--- src/rtl/cttt_pkg.sv ---
// Package for the cooperative task timer table.
// Holds the request codes, result codes and the structs passed between the
// controller and the slot cells. Depends on nothing.
package cttt_pkg;

   localparam int OP_W    = 2;
   localparam int TASK_W  = 8;
   localparam int TIME_W  = 32;
   localparam int SLOT_W  = 8;
   localparam int KIND_W  = 2;
   localparam int PEND_W  = 8;
   localparam int COUNT_W = 4;

   // At most this many run results come from one dispatch.
   localparam logic [COUNT_W-1:0] RESULT_LIMIT = 4'd8;

   localparam logic [PEND_W-1:0] PENDING_MAX = 8'hFF;

   // Request operations.
   localparam logic [OP_W-1:0] OP_ADD      = 2'd0;
   localparam logic [OP_W-1:0] OP_DELETE   = 2'd1;
   localparam logic [OP_W-1:0] OP_TICK     = 2'd2;
   localparam logic [OP_W-1:0] OP_DISPATCH = 2'd3;

   // Result kinds.
   localparam logic [KIND_W-1:0] KIND_ADD     = 2'd0;
   localparam logic [KIND_W-1:0] KIND_ACK     = 2'd1;
   localparam logic [KIND_W-1:0] KIND_RUN     = 2'd2;
   localparam logic [KIND_W-1:0] KIND_NOTHING = 2'd3;

   // Request fields broadcast from the controller to every cell.
   typedef struct packed {
      logic [OP_W-1:0]   operation;
      logic [TASK_W-1:0] task_id;
      logic [TIME_W-1:0] first_delay;
      logic [TIME_W-1:0] repeat_period;
      logic [SLOT_W-1:0] slot_index;
   } cmd_type;

   // Controls broadcast from the controller to every cell.
   typedef struct packed {
      logic step;       // the token moves one cell and its holder acts
      logic add_open;   // no free slot has been claimed yet by this add
      logic emit_ok;    // dispatch may still emit a run result
   } ctl_type;

   // Status a cell reports while it holds the token.
   typedef struct packed {
      logic              hit;   // add: slot is free; dispatch: slot is due
      logic [TASK_W-1:0] task_id;
   } stat_type;

endpackage

--- src/rtl/cttt_cell.sv ---
// One slot cell of the cooperative task timer table.
// Holds the state of one task slot and passes the scan token to its neighbor.
// Depends on cttt_pkg.
module cttt_cell #(
   parameter int INDEX = 0
) (
   input  logic               clock,
   input  logic               reset,
   input  cttt_pkg::cmd_type  cmd,
   input  cttt_pkg::ctl_type  ctl,
   input  logic               token_in,
   output logic               token_out,
   output cttt_pkg::stat_type stat
);

   logic                         token_ff, token_in_next;
   logic                         used_ff, used_in;
   logic [cttt_pkg::TASK_W-1:0]  task_ff, task_in;
   logic [cttt_pkg::TIME_W-1:0]  countdown_ff, countdown_in;
   logic [cttt_pkg::TIME_W-1:0]  period_ff, period_in;
   logic [cttt_pkg::PEND_W-1:0]  pending_ff, pending_in;
   logic                         active;
   logic                         due;

   assign active    = token_ff && ctl.step;
   assign due       = used_ff && (pending_ff != '0);
   assign token_out = token_ff;

   // The status depends on the request: free slot for add, due slot otherwise.
   assign stat.hit     = (cmd.operation == cttt_pkg::OP_ADD) ? !used_ff : due;
   assign stat.task_id = task_ff;

   // Token moves one cell per step.
   assign token_in_next = ctl.step ? token_in : token_ff;

   // Slot update while this cell holds the token.
   always_comb begin
      used_in      = used_ff;
      task_in      = task_ff;
      countdown_in = countdown_ff;
      period_in    = period_ff;
      pending_in   = pending_ff;
      if (active) begin
         case (cmd.operation)
            cttt_pkg::OP_ADD: begin
               if (!used_ff && ctl.add_open) begin
                  used_in      = 1'b1;
                  task_in      = cmd.task_id;
                  countdown_in = cmd.first_delay;
                  period_in    = cmd.repeat_period;
                  pending_in   = '0;
               end
            end
            cttt_pkg::OP_DELETE: begin
               if (cmd.slot_index == cttt_pkg::SLOT_W'(INDEX)) begin
                  used_in = 1'b0;
               end
            end
            cttt_pkg::OP_TICK: begin
               if (used_ff) begin
                  if (countdown_ff == '0) begin
                     if (pending_ff != cttt_pkg::PENDING_MAX) begin
                        pending_in = pending_ff + 1'b1;
                     end
                     if (period_ff != '0) begin
                        countdown_in = period_ff;
                     end
                  end else begin
                     countdown_in = countdown_ff - 1'b1;
                  end
               end
            end
            default: begin
               // Dispatch: take one run off a due slot; one-shot slots are freed.
               if (due && ctl.emit_ok) begin
                  pending_in = pending_ff - 1'b1;
                  if (period_ff == '0) begin
                     used_in = 1'b0;
                  end
               end
            end
         endcase
      end
   end

   // Control state.
   always_ff @(posedge clock) begin
      if (reset) begin
         token_ff <= 1'b0;
         used_ff  <= 1'b0;
      end else begin
         token_ff <= token_in_next;
         used_ff  <= used_in;
      end
   end

   // Slot payload; only read while the slot is used.
   always_ff @(posedge clock) begin
      task_ff      <= task_in;
      countdown_ff <= countdown_in;
      period_ff    <= period_in;
      pending_ff   <= pending_in;
   end

endmodule

--- src/rtl/cooperative_task_timer_table.sv ---
// Cooperative task timer table: a chain of MAX_TASKS slot cells and a controller.
// Each request sends a token down the chain, one cell per cycle, and the cell
// holding it acts on the request. A request passes the load, scan and finish
// states, and the next is taken only once the block is idle again. The token
// pauses while a result waits at the output.
// Synchronous reset clears every slot and leaves the block idle; depends on cttt_pkg.
module cooperative_task_timer_table #(
   parameter int MAX_TASKS = 8
) (
   input  logic                          clock,
   input  logic                          reset,
   input  logic                          req_valid,
   output logic                          req_stall,
   input  logic [cttt_pkg::OP_W-1:0]     req_operation,
   input  logic [cttt_pkg::TASK_W-1:0]   req_task_id,
   input  logic [cttt_pkg::TIME_W-1:0]   req_first_delay,
   input  logic [cttt_pkg::TIME_W-1:0]   req_repeat_period,
   input  logic [cttt_pkg::SLOT_W-1:0]   req_slot_index,
   output logic                          rsp_valid,
   input  logic                          rsp_stall,
   output logic [cttt_pkg::KIND_W-1:0]   rsp_result_kind,
   output logic [cttt_pkg::SLOT_W-1:0]   rsp_slot,
   output logic [cttt_pkg::TASK_W-1:0]   rsp_run_task_id,
   output logic                          rsp_table_full,
   output logic                          rsp_last
);

   localparam int PTR_W = (MAX_TASKS > 1) ? $clog2(MAX_TASKS) : 1;

   localparam logic [1:0] ST_IDLE   = 2'd0;
   localparam logic [1:0] ST_LOAD   = 2'd1;
   localparam logic [1:0] ST_SCAN   = 2'd2;
   localparam logic [1:0] ST_FINISH = 2'd3;

   typedef struct packed {
      logic [cttt_pkg::KIND_W-1:0] kind;
      logic [cttt_pkg::SLOT_W-1:0] slot;
      logic [cttt_pkg::TASK_W-1:0] task_id;
      logic                        full;
      logic                        last;
   } res_type;

   logic [1:0]                     state_ff, state_in;
   cttt_pkg::cmd_type              cmd_ff, cmd_in;
   logic [PTR_W-1:0]               ptr_ff, ptr_in;
   logic                           found_ff, found_in;
   logic [PTR_W-1:0]               found_idx_ff, found_idx_in;
   logic [cttt_pkg::COUNT_W-1:0]   count_ff, count_in;
   logic                           hold_valid_ff, hold_valid_in;
   res_type                        hold_ff, hold_in;
   logic                           out_valid_ff, out_valid_in;
   res_type                        out_ff, out_in;

   cttt_pkg::ctl_type              ctl;
   cttt_pkg::stat_type             stat [MAX_TASKS];
   logic [MAX_TASKS-1:0]           tok_out;
   logic                           accept;
   logic                           scan_step;
   cttt_pkg::stat_type             cur;
   res_type                        run_res;

   assign accept    = req_valid && !req_stall;
   assign req_stall = (state_ff != ST_IDLE);
   assign scan_step = (state_ff == ST_SCAN) && !out_valid_ff;

   assign ctl.step     = (state_ff == ST_LOAD) || scan_step;
   assign ctl.add_open = !found_ff;
   assign ctl.emit_ok  = (count_ff < cttt_pkg::RESULT_LIMIT);

   // Status of the cell that holds the token.
   assign cur = stat[ptr_ff];

   assign run_res.kind    = cttt_pkg::KIND_RUN;
   assign run_res.slot    = cttt_pkg::SLOT_W'(ptr_ff);
   assign run_res.task_id = cur.task_id;
   assign run_res.full    = 1'b0;
   assign run_res.last    = 1'b0;

   // Chain of slot cells; the token enters cell zero in the load cycle.
   for (genvar i = 0; i < MAX_TASKS; i++) begin : g_cell
      logic chain_in;
      if (i == 0) begin : g_head
         assign chain_in = (state_ff == ST_LOAD);
      end else begin : g_link
         assign chain_in = tok_out[i-1];
      end
      cttt_cell #(
         .INDEX(i)
      ) u_cell (
         .clock    (clock),
         .reset    (reset),
         .cmd      (cmd_ff),
         .ctl      (ctl),
         .token_in (chain_in),
         .token_out(tok_out[i]),
         .stat     (stat[i])
      );
   end

   // Controller: sequence the scan and collect results.
   always_comb begin
      state_in      = state_ff;
      cmd_in        = cmd_ff;
      ptr_in        = ptr_ff;
      found_in      = found_ff;
      found_idx_in  = found_idx_ff;
      count_in      = count_ff;
      hold_valid_in = hold_valid_ff;
      hold_in       = hold_ff;
      out_valid_in  = out_valid_ff;
      out_in        = out_ff;

      // The output register empties when its result is taken.
      if (out_valid_ff && !rsp_stall) begin
         out_valid_in = 1'b0;
      end

      case (state_ff)
         ST_IDLE: begin
            if (accept) begin
               cmd_in.operation     = req_operation;
               cmd_in.task_id       = req_task_id;
               cmd_in.first_delay   = req_first_delay;
               cmd_in.repeat_period = req_repeat_period;
               cmd_in.slot_index    = req_slot_index;
               ptr_in               = '0;
               found_in             = 1'b0;
               count_in             = '0;
               hold_valid_in        = 1'b0;
               state_in             = ST_LOAD;
            end
         end
         ST_LOAD: begin
            state_in = ST_SCAN;
         end
         ST_SCAN: begin
            if (scan_step) begin
               // Note the first free slot of an add.
               if (cmd_ff.operation == cttt_pkg::OP_ADD && !found_ff && cur.hit) begin
                  found_in     = 1'b1;
                  found_idx_in = ptr_ff;
               end
               // A due slot of a dispatch: the held result moves out, this one is held.
               if (cmd_ff.operation == cttt_pkg::OP_DISPATCH && cur.hit && ctl.emit_ok) begin
                  if (hold_valid_ff) begin
                     out_valid_in = 1'b1;
                     out_in       = hold_ff;
                  end
                  hold_valid_in = 1'b1;
                  hold_in       = run_res;
                  count_in      = count_ff + 1'b1;
               end
               if (ptr_ff == PTR_W'(MAX_TASKS - 1)) begin
                  state_in = ST_FINISH;
               end else begin
                  ptr_in = ptr_ff + 1'b1;
               end
            end
         end
         default: begin
            // Final result of the request, marked last.
            if (!out_valid_ff) begin
               out_valid_in   = 1'b1;
               out_in.last    = 1'b1;
               out_in.task_id = '0;
               out_in.full    = 1'b0;
               case (cmd_ff.operation)
                  cttt_pkg::OP_ADD: begin
                     out_in.kind = cttt_pkg::KIND_ADD;
                     out_in.slot = found_ff ? cttt_pkg::SLOT_W'(found_idx_ff)
                                            : cttt_pkg::SLOT_W'(MAX_TASKS);
                     out_in.full = !found_ff;
                  end
                  cttt_pkg::OP_DELETE: begin
                     out_in.kind = cttt_pkg::KIND_ACK;
                     out_in.slot = cmd_ff.slot_index;
                  end
                  cttt_pkg::OP_TICK: begin
                     out_in.kind = cttt_pkg::KIND_ACK;
                     out_in.slot = '0;
                  end
                  default: begin
                     if (hold_valid_ff) begin
                        out_in      = hold_ff;
                        out_in.last = 1'b1;
                     end else begin
                        out_in.kind = cttt_pkg::KIND_NOTHING;
                        out_in.slot = '0;
                     end
                  end
               endcase
               hold_valid_in = 1'b0;
               state_in      = ST_IDLE;
            end
         end
      endcase
   end

   // Control state.
   always_ff @(posedge clock) begin
      if (reset) begin
         state_ff      <= ST_IDLE;
         out_valid_ff  <= 1'b0;
         hold_valid_ff <= 1'b0;
         found_ff      <= 1'b0;
         count_ff      <= '0;
         ptr_ff        <= '0;
      end else begin
         state_ff      <= state_in;
         out_valid_ff  <= out_valid_in;
         hold_valid_ff <= hold_valid_in;
         found_ff      <= found_in;
         count_ff      <= count_in;
         ptr_ff        <= ptr_in;
      end
   end

   // Payload registers.
   always_ff @(posedge clock) begin
      cmd_ff       <= cmd_in;
      found_idx_ff <= found_idx_in;
      hold_ff      <= hold_in;
      out_ff       <= out_in;
   end

   assign rsp_valid       = out_valid_ff;
   assign rsp_result_kind = out_ff.kind;
   assign rsp_slot        = out_ff.slot;
   assign rsp_run_task_id = out_ff.task_id;
   assign rsp_table_full  = out_ff.full;
   assign rsp_last        = out_ff.last;

endmodule
--- config.mk ---
export PLATFORM = sky130hd
export DESIGN_NAME = cooperative_task_timer_table
export DESIGN_NICKNAME = d
export VERILOG_FILES = /design/src/rtl/cttt_pkg.sv /design/src/rtl/cttt_cell.sv /design/src/rtl/cooperative_task_timer_table.sv
export SDC_FILE = /design/constraint.sdc
export NUM_CORES = 1
export LEC_CHECK = 0
export BUFFER_PORTS_ARGS = -buffer_cell sky130_fd_sc_hd__buf_2
export CAP_MARGIN = 30
export CORE_ASPECT_RATIO = 1.1
export CORE_MARGIN = 2
export CORE_UTILIZATION = 45
export CTS_BUF_LIST = sky130_fd_sc_hd__clkbuf_16
export DETAILED_ROUTE_END_ITERATION = 6
export GPL_TIMING_DRIVEN = 0
export PLACE_DENSITY_LB_ADDON = 0.3
export SYNTH_ARGS = -nofsm -noshare
export SYNTH_HDL_FRONTEND = slang
export SYNTH_SLANG_ARGS = --single-unit
--- constraint.sdc ---
create_clock -name clock -period 8.7 [get_ports clock]
set_input_delay 1.74 -clock clock [delete_from_list [all_inputs] [get_ports clock]]
set_output_delay 1.74 -clock clock [all_outputs]
set_load 0.01 [all_outputs]
After elaboration in Yosys (flattened, before gate mapping)
Index checks and enable logic that the tools add are counted.
Widths: inputs -> output; s select.
{ "classes": {"n_reduce_logical": 158, "addsub": 26, "magnitude_cmp": 2, "mux": 178, "n_eq_ne": 79, "n_bitwise": 5} }
{ "ops": {"columns": ["cell", "n"], "rows": [
  ["$mux 32", 32],
  ["$logic_not 32->1", 16],
  ["$pmux 32 s2", 8],
  ["$mux 8", 41],
  ["$reduce_bool 32->1", 8],
  ["$sub 32x1->32 const B", 8],
  ["$pmux 8 s3", 8],
  ["$ne 2x1->1 const B", 44],
  ["$mux 20", 4],
  ["$reduce_bool 3->1", 24],
  ["$add 8x1->8 const B", 8],
  ["$ne 8x8->1 const B", 8],
  ["$reduce_bool 8->1", 8],
  ["$sub 8x1->8 const B", 8],
  ["$reduce_and 7->1", 8],
  ["$mux 1", 52],
  ["$reduce_and 5->1", 10],
  ["$reduce_and 6->1", 8],
  ["$pmux 20 s2", 1],
  ["$logic_and 1x1->1", 39],
  ["$eq 8x3->1 const B", 4],
  ["$pmux 10 s3", 1],
  ["$reduce_and 3->1", 10],
  ["$bmux 9 s3", 1],
  ["34 further kinds", 89]
]} }
{ "totals": {"reg_bits": 784, "out_inout_bits": 22, "wordCells": 515} }

Logic depth before layout (Yosys ltp)
Gate-level depths: netlist of run 1.
{ "logic_depth": {"ltp_word": 11, "mapped_depth": 14, "depth_no_buf": 11} }

By module
Synthesis of run 1 repeated with hierarchy kept, for this count alone.
{ "unflattened": {"hier_cells": 3409, "hier_area_um2": 40383.7} }
{ "by_module_without_submodules": {"columns": ["module", "n_inst", "seq_area_each_um2", "cells_per_inst", "area_per_inst_um2"], "rows": [
  ["cttt_cell (g_cell[1].u_cell ...)", 2, 2442.3, 371, 4332.9],
  ["cooperative_task_timer_table", 1, 3723.6, 289, 5104.9],
  ["cttt_cell (g_cell[5].u_cell)", 1, 2442.3, 402, 4491.8],
  ["cttt_cell (g_cell[6].u_cell)", 1, 2442.3, 400, 4478.0],
  ["cttt_cell (g_cell[0].u_cell)", 1, 2442.3, 403, 4459.3],
  ["cttt_cell (g_cell[3].u_cell)", 1, 2442.3, 396, 4421.7],
  ["cttt_cell (g_cell[7].u_cell)", 1, 2442.3, 394, 4393.0],
  ["cttt_cell (g_cell[4].u_cell)", 1, 2442.3, 383, 4369.2]
]} }

Worst setup path before layout of run 1
OpenSTA, ideal clock, no wires.
{ "synth_path": {"kind": "reg-to-reg", "start": "register cmd_ff[80] in the netlist's numbering", "end": "register g_cell[0].u_cell.period_ff[0] in the netlist's numbering, enable pin", "setup_slack_ns": 3.835, "stages_incl_launch_ff": 8, "n_path_buf": 2, "t_arrival_ns": 4.369, "period_less_slack_ns": 4.865, "path_cell_list": "edfxtp_1 -> inv_1 -> ha_1 -> clkbuf_1 -> nand2b_1 -> nand2b_1 -> clkbuf_1 -> nor3b_1"} }
{ "synth_via": {"elab_chain_len": 2} }
{ "synth_lines": {"columns": ["item", "line_no", "text"], "rows": [
  ["start, declared", "cooperative_task_timer_table.sv:44", "cttt_pkg::cmd_type cmd_ff, cmd_in;"],
  ["start signal, assigned", "cooperative_task_timer_table.sv:220", "cmd_ff <= cmd_in;"],
  ["$logic_not 2->1", "cttt_cell.sv:44", "case (cmd.operation)"],
  ["$reduce_and 3->1 (no source line)", null, null],
  ["end signal, assigned", "cttt_cell.sv:101", "period_ff <= period_in;"],
  ["end, declared", "cttt_cell.sv:20", "logic [cttt_pkg::TIME_W-1:0] period_ff, period_in;"]
]} }
No other way between the ends.
A chain may end at the register's enable or synchronous reset.

Worst setup path in the final report of run 1
{ "layout_path": {"start": "register cmd_ff[80] in the netlist's numbering", "end": "register g_cell[6].u_cell.pending_ff[7] in the netlist's numbering, data pin"} }
{ "layout_via": {"elab_chain_len": 2, "word_cells_on_any_way": 4} }
{ "layout_lines": {"columns": ["item", "line_no", "text"], "rows": [
  ["$eq 2x2->1, or another cell as far along", "cttt_cell.sv:44", null],
  ["$pmux 8 s3 *", "cttt_cell.sv:44", null],
  ["end signal, assigned", "cttt_cell.sv:102", "pending_ff <= pending_in;"],
  ["end, declared", "cttt_cell.sv:21", "logic [cttt_pkg::PEND_W-1:0] pending_ff, pending_in;"]
]} }
Mark *: on every way between the ends. The rest lies on a longest branch, timed or not.

==> results of run 1 <==
sequential cells by signal, summed over array words and instances, names as in the netlist, 2 cells and up:
register and cells:
g_cell.u_cell.task_ff 64, cmd_ff 82, rsp_result_kind 2, rsp_slot 8, hold_ff 11, g_cell.u_cell.used_ff 8, rsp_run_task_id 8, state_ff 2
count_ff 4, found_idx_ff 3, g_cell.u_cell.period_ff 256, g_cell.u_cell.countdown_ff 256, g_cell.u_cell.token_out 8, g_cell.u_cell.pending_ff 64, ptr_ff 3
synthesized netlist by cell type (14+ instances only):
library cell    n  area (um2)
edfxtp_1      756       22700
o21ai_0       357        1790
nand2_1       309        1160
nor2_1        230         863
xnor2_1       158        1380
a21oi_1       121         606
nor4_1        118         738
clkbuf_1      111         417
xor2_1         93         815
nor3_1         86         430
ha_1           77         963
nand3_1        63         315
inv_1          55         206
o211ai_1       49         368
nand4_1        46         288
or4_1          39         293
o21ai_1        33         165
or3_1          31         194
a31oi_1        29         181
dfxtp_1        28         561
nor2b_1        28         175
a21o_1         24         180
o21bai_1       19         143
mux4_2         16         360
nand2b_1       16         100
mux2i_1        15         150
nor3b_1        15         113
o31ai_1        15         113
a211oi_1       14         105
power groups by stage:
stage	clock, mW	sequential, mW	combinational [mW]
after CTS	3.68	4.88	1.58
after global placement	0	4.98	1.48
after global routing	3.83	4.86	1.79
after floorplan	0	4.75	0.840
after detailed placement	0	4.96	1.57
final	3.66	4.87	1.69
stage by stage:
step	instances	power, mW	hold WS [ns]
finish	4513	10.2	0.485
CTS	4486	10.1	0.474
global placement	4280	6.46	0.460
detailed placement	4333	6.53	0.465
global route	4499	10.5	0.504
floorplan	3110	5.59	0.440
cells in the final DEF, fill, tap and decap left out, types with 12 or more instances in the layout:
cell type  synthesis  routed
clkinv_1           1      18
dfxtp_1           28      28
nor4_1           118     116
xor2_1            93      93
nand4_1           46      46
a211oi_1          14      13
o211ai_1          49      49
xnor2_1          158     158
nor3_1            86      86
nand4b_1          12      12
clkbuf_16          0      87
o21ai_0          357     357
o31ai_1           15      15
clkbuf_1         111     110
a21oi_1          121     121
mux4_2            16      16
or3_1             31      31
o21ai_1           33      33
inv_1             55      68
mux2i_1           15      15
nand2b_1          16      16
a31oi_1           29      29
o21bai_1          19      19
or4_1             39      39
buf_6              1      28
a21o_1            24      24
nand3_1           63      63
clkinv_2           0      13
nand2_1          309     309
diode_2            0      19
edfxtp_1         756     756
buf_2             12     120
ha_1              77      77
nor2b_1           28      28
nor2_1           230     222
worst paths after layout:
| path | start | to | slack, ns |
|---|---|---|---|
| setup / recovery | cmd_ff[80] | g_cell[6].u_cell.pending_ff[7] | 3.10 |
| setup reg to reg | cmd_ff[80] | g_cell[6].u_cell.pending_ff[7] | 3.10 |
| hold reg to reg | g_cell[5].u_cell.token_out | g_cell[5].u_cell.token_out | 0.48 |
| hold / removal | g_cell[5].u_cell.token_out | g_cell[5].u_cell.token_out | 0.48 |
kinds of logic after synthesis:
family / count (synthesis)
flip-flops: 784
multiplexers: 40
AND/OR/NAND/NOR: 1057
AO/OA/AOI/OAI: 709
adder cells (fa/ha/maj): 85
buffers and inverters: 184
XOR/XNOR: 251
layout make-up:
| cell class | instances | area, um2 | share of cell area, % |
|---|---|---|---|
| sequential | 784 | 23300 | 54.1 |
| clock buffer | 87 | 2180 | 5.06 |
| antenna | 19 | 47.5 | 0.111 |
| inverter | 56 | 213 | 0.495 |
| buffer | 128 | 507 | 1.18 |
| timing repair buffer | 167 | 1400 | 3.24 |
| clock inverter | 66 | 639 | 1.49 |
| tap | 1064 | 1330 | 3.10 |
| multi-input combinational | 2142 | 13400 | 31.2 |
routing by layer:
metal	GRT usage, %	up-vias
met4	14.2	0
met5	0	-
met2	41.0	1794
met1	37.1	13549
met3	7.54	347
li1	-	12348
worst reg2reg max path, cell delays in order (launching register included):
cell and delay (ns):
edfxtp_1 0.47, inv_1 0.11, ha_1 0.31, inv_1 0.55, clkbuf_1 0.57, clkbuf_1 0.80, clkbuf_4 0.90, ha_1 0.44
a21o_1 0.15, a21oi_1 0.23, o21bai_1 0.11, a21oi_1 0.26, o21ai_0 0.18, xnor2_1 0.19, nor2_1 0.05
==> reports/metrics.cfg, run 1 <==
[placement]
dp_hpwl_mm = 79.6
port_buffers = 106
dp_slack_ns = 3.22
place_congestion = 0.914
dpl_cell_area_mm2 = 0.0399

[grt]
antenna_found_initial = 13
grt_usage_pct = 27.6
grt_overflow = 0
grt_max_degree = 66
grt_pass1_wl_mm = 171
grt_pass1_vias = 26146

[floorplanning]
row_count = 110
die_area_mm2 = 0.0852
core_area_mm2 = 0.0819
start_util_pct = 45.5
fp.dieW_um = 278
io_pins = 108
die_h_um = 306

[yosys]
synth_fa_ha_area_share_pct = 3.01
synth_edf_count = 756
yosysUniqueCellTypes = 74
synth_area_mm2 = 0.0373
yosysWarnings = 0
synth-main-ff-cell = edfxtp_1
syn_nets = 3281
ys_seq_elements = 784
synthXorXnorAreaFrac_pct = 5.90
avgSynthCellArea_um2 = 12.0
synth_compound_area_share_pct = 10.9
synth_top_family_by_area = simple AND/OR/NAND/NOR gates
muxShareOfSynthArea_pct = 1.64
synth_seq_area_share_pct = 62.4
yosys.area_share.simple_pct = 14.2
netlist_instances = 3110
async_flop_share_pct = 0

[detailed_routing]
ant_nets = 0
wl_met1_mm = 45.3
wl_met3_mm = 14.9
highest_layer = met4
wl_met2_mm = 52.3
drtIter0Drc = 3773
drt-wirelength-per-cell_um = 26.4
routed_wl_mm = 119
num_vias = 28038
viasPerCell = 6.21
dr.pass1.iters = 7
drcViolationCount = 6

[clock_network]
clkTransAtPathRegs_ns = 0.07
cts_buffer_depth = 3
cts_buffers = 83
post_cts_resized = 0
htree_levels = 3
post-cts-setup-buffers = 0
ctsRootBufferMaster = clkbuf_16
clk_latency_ns = 0.66
ctsHoldBuffers = 0
cts_tree = built
cts_sinks = 784

[layout]
fillCellCount = 6920
final_area_mm2 = 0.0430
layout-drive-gt1-share_pct = 10.9
fin_util_pct = 52.5
final_nets = 3533
syn_to_final_growth_pct = 15.4

[critical_path]
cp-start-kind = flip-flop
path_cells = inv_1, ha_1, inv_1, clkbuf_1, clkbuf_1, clkbuf_4, ha_1, a21o_1, a21oi_1, o21bai_1, a21oi_1, o21ai_0, xnor2_1, nor2_1
timing_worst_setup_path_type = reg -> reg
cpPeakStageDelay_ns = 0.89
cp_max_fo = 65
reg2reg_depth = 14
crit_family = buffers and inverters
crit_required_ns = 9.07
slowest_stage = clkbuf_4
cp.buffers_inverters = 5
end_kind = flip-flop
worstPathArrival_ns = 5.97
critical_path_cell_count = 14

[power]
p_leak_nw = 14.1
swShare_pct = 29.8
p_per_area_mw_per_mm2 = 238
pwr-share-comb_pct = 16.5
p_clk_share_pct = 35.8
p_int_mw = 7.17
ir_drop_v = 0.000188
power_frac_seq_pct = 47.7
p_switching_mw = 3.05

[sta]
hold_violations = 0
final_max_slew_viol_count = 0
clock.fmax_mhz = 179
min_period_over_period_pct = 64.4
fin_setup_tns_ns = 0
rsz0062_at_grt = no
finalSetupViolations = 0
finalCriticalPeriod_ns = 5.60
fin_skew_ns = 0.0311
fin_ws_ns = 3.10
worst_pin_slew_ns = 1.16
slew_headroom_pct = 22.7

[worst_hold_path]
hold_path_class = reg -> reg
hold_path_depth = 2

[outcome]
violations = design-rule violations
outcome = finished with violations

[flow_run]
drv_cap = 0

Note: power is estimated with default switching activity, not from simulation.
==> inputs of run 2 (changes only) <==
==> constraint.sdc (replaced) <==
create_clock -name clock -period 5.7 [get_ports clock]
set_input_delay 1.14 -clock clock [delete_from_list [all_inputs] [get_ports clock]]
set_output_delay 1.14 -clock clock [all_outputs]
set_load 0.01 [all_outputs]
==> reports/metrics.cfg, run 2 (synthesized netlist as in run 1, its figures left out) <==
[layout]
layout_commonest_cell = edfxtp_1
syn_to_final_growth_pct = 15.4
final_cell_mix = 756 x edfxtp_1, 357 x o21ai_0, 309 x nand2_1
final_nets = 3533
finalNonFillerCells = 4516
fillCellCount = 6922
largestRegisters = g_cell.u_cell.countdown_ff (256), g_cell.u_cell.period_ff (256), cmd_ff (82)
layout-drive-gt1-share_pct = 10.9

[critical_path]
reg2reg_depth = 14
end_kind = flip-flop
reg2reg_setup_slack_ns = 0.22
r2r-start = cmd_ff[80]
r2r_end = g_cell[6].u_cell.pending_ff[7]
path_cells = inv_1, ha_1, inv_1, clkbuf_1, clkbuf_1, buf_4, ha_1, a21o_1, a21oi_1, o21bai_1, a21oi_1, o21ai_0, xnor2_1, nor2_1
cp.buffers_inverters = 5
cp-start-kind = flip-flop
worstPathArrival_ns = 5.86
timing_worst_setup_path_type = reg -> reg
cp_max_fo = 65
crit_required_ns = 6.08
slowest_stage = clkbuf_1
cpPeakStageDelay_ns = 0.82
crit_family = buffers and inverters

[clock_network]
cts_buffer_depth = 3
ctsRootBufferMaster = clkbuf_16
clkTransAtPathRegs_ns = 0.06
cts_tree = built
cts_sinks = 784
cts_buffers = 83
clk_latency_ns = 0.67
htree_levels = 3

[floorplanning]
fp.dieW_um = 278
row_count = 110
io_pins = 108
die_area_mm2 = 0.0852
start_util_pct = 45.5
core_area_mm2 = 0.0819
die_h_um = 306

[placement]
dp_hpwl_mm = 79.6
port_buffers = 106
dp_slack_ns = 0.225
dp_cells = 4333
place_congestion = 0.914

[sta]
clock.fmax_mhz = 182
finalCriticalPeriod_ns = 5.48
finalSetupViolations = 0
slew_headroom_pct = 20.7
worst_pin_slew_ns = 1.19
hold_violations = 0
fin_skew_ns = 0.0293
fin_ws_ns = 0.220
min_period_over_period_pct = 96.1
final_max_slew_viol_count = 0
rsz0062_at_grt = no

[detailed_routing]
num_vias = 27998
viasPerCell = 6.20
drt-wirelength-per-cell_um = 26.4
drtIter0Drc = 3782
drcViolationCount = 0
ant_nets = 0
routed_wl_mm = 119
dr.pass1.iters = 6

[power]
p_per_area_mw_per_mm2 = 363
finalPower_mw = 15.6
ir_drop_v = 0.000286
p_leak_nw = 14.1

[grt]
grt_usage_pct = 27.6
grt_overflow = 0
grt_pass1_vias = 26146
antenna_found_initial = 13
grt_max_degree = 66
grt_pass1_wl_mm = 171

[worst_hold_path]
hold_path_class = reg -> reg
hold_path_depth = 2
hp-start = g_cell[5].u_cell.token_out
hold_end = g_cell[5].u_cell.token_out

[flow_run]
drv_cap = 0

[outcome]
outcome = completed

-- run 2: changes by cell type in the layout (fill, tap and decap cells not counted) --
cell,previous run,this run
clkbuf_4,1,0
diode_2,19,22
buf_4,8,9
-- run 2: worst min-delay path: cells and delay by family (launching register included) --
kind | cells | cell delay [ns]
DFF | 1 | 0.33
and+or+nand+nor | 1 | 0.06
AOI/OAI and AO/OA | 1 | 0.05
-- run 2: stage by stage --
step	TNS, ns	hold WS (ns)	instance area [um2]	utilization, %
finish	0	0.491	43000	52.5
detailed placement	0	0.465	39900	48.8
global placement	-590.18	0.460	39100	47.8
global route	0	0.504	43000	52.5
floorplan	0	0.440	37300	-
CTS	0	0.474	42800	52.2
-- run 2: final cells by class --
class | instances | area (um2) | area share, %
sequential | 784 | 23300 | 54.1
multi-input combinational | 2142 | 13400 | 31.2
clock buffer | 87 | 2180 | 5.06
timing repair buffer | 167 | 1400 | 3.24
tap | 1064 | 1330 | 3.10
clock inverter | 66 | 639 | 1.49
buffer | 128 | 507 | 1.18
inverter | 56 | 213 | 0.495
antenna | 22 | 55.1 | 0.128
-- run 2: where the power goes --
part           switching [mW]  internal [mW]
sequential              0.487           6.95
combinational            1.82          0.751
clock                    2.34           3.24
-- run 2: how the worst max path moves through the flow --
stage,start,endpoint,slack (ns),cells after the start
floorplan,cmd_ff[80],g_cell[0].u_cell.period_ff[0],0.84,7
global placement,cmd_ff[80],g_cell[4].u_cell.period_ff[20],-2.05,7
detailed placement,cmd_ff[80],g_cell[0].u_cell.pending_ff[7],0.22,14
CTS,cmd_ff[80],g_cell[0].u_cell.pending_ff[7],0.19,14
global route,cmd_ff[80],g_cell[2].u_cell.pending_ff[7],0.03,14
finish,cmd_ff[80],g_cell[6].u_cell.pending_ff[7],0.22,14
-- run 2: metal layers --
layer  track usage (%)  vias up  wire [um]
met5                 0        -         34
met4              14.2        4       6540
li1                  -    12341          -
met3              7.54      342      14600
met2              41.0     1704      52300
met1              37.1    13607      45700
-- run 2: what timing repair did --
action	4_1_cts	5_1_grt
buffers inserted	0	0
hold endpoints to repair	0	0
resized for setup	0	1
endpoints found under the setup margin	0	6
hold buffers	0	0
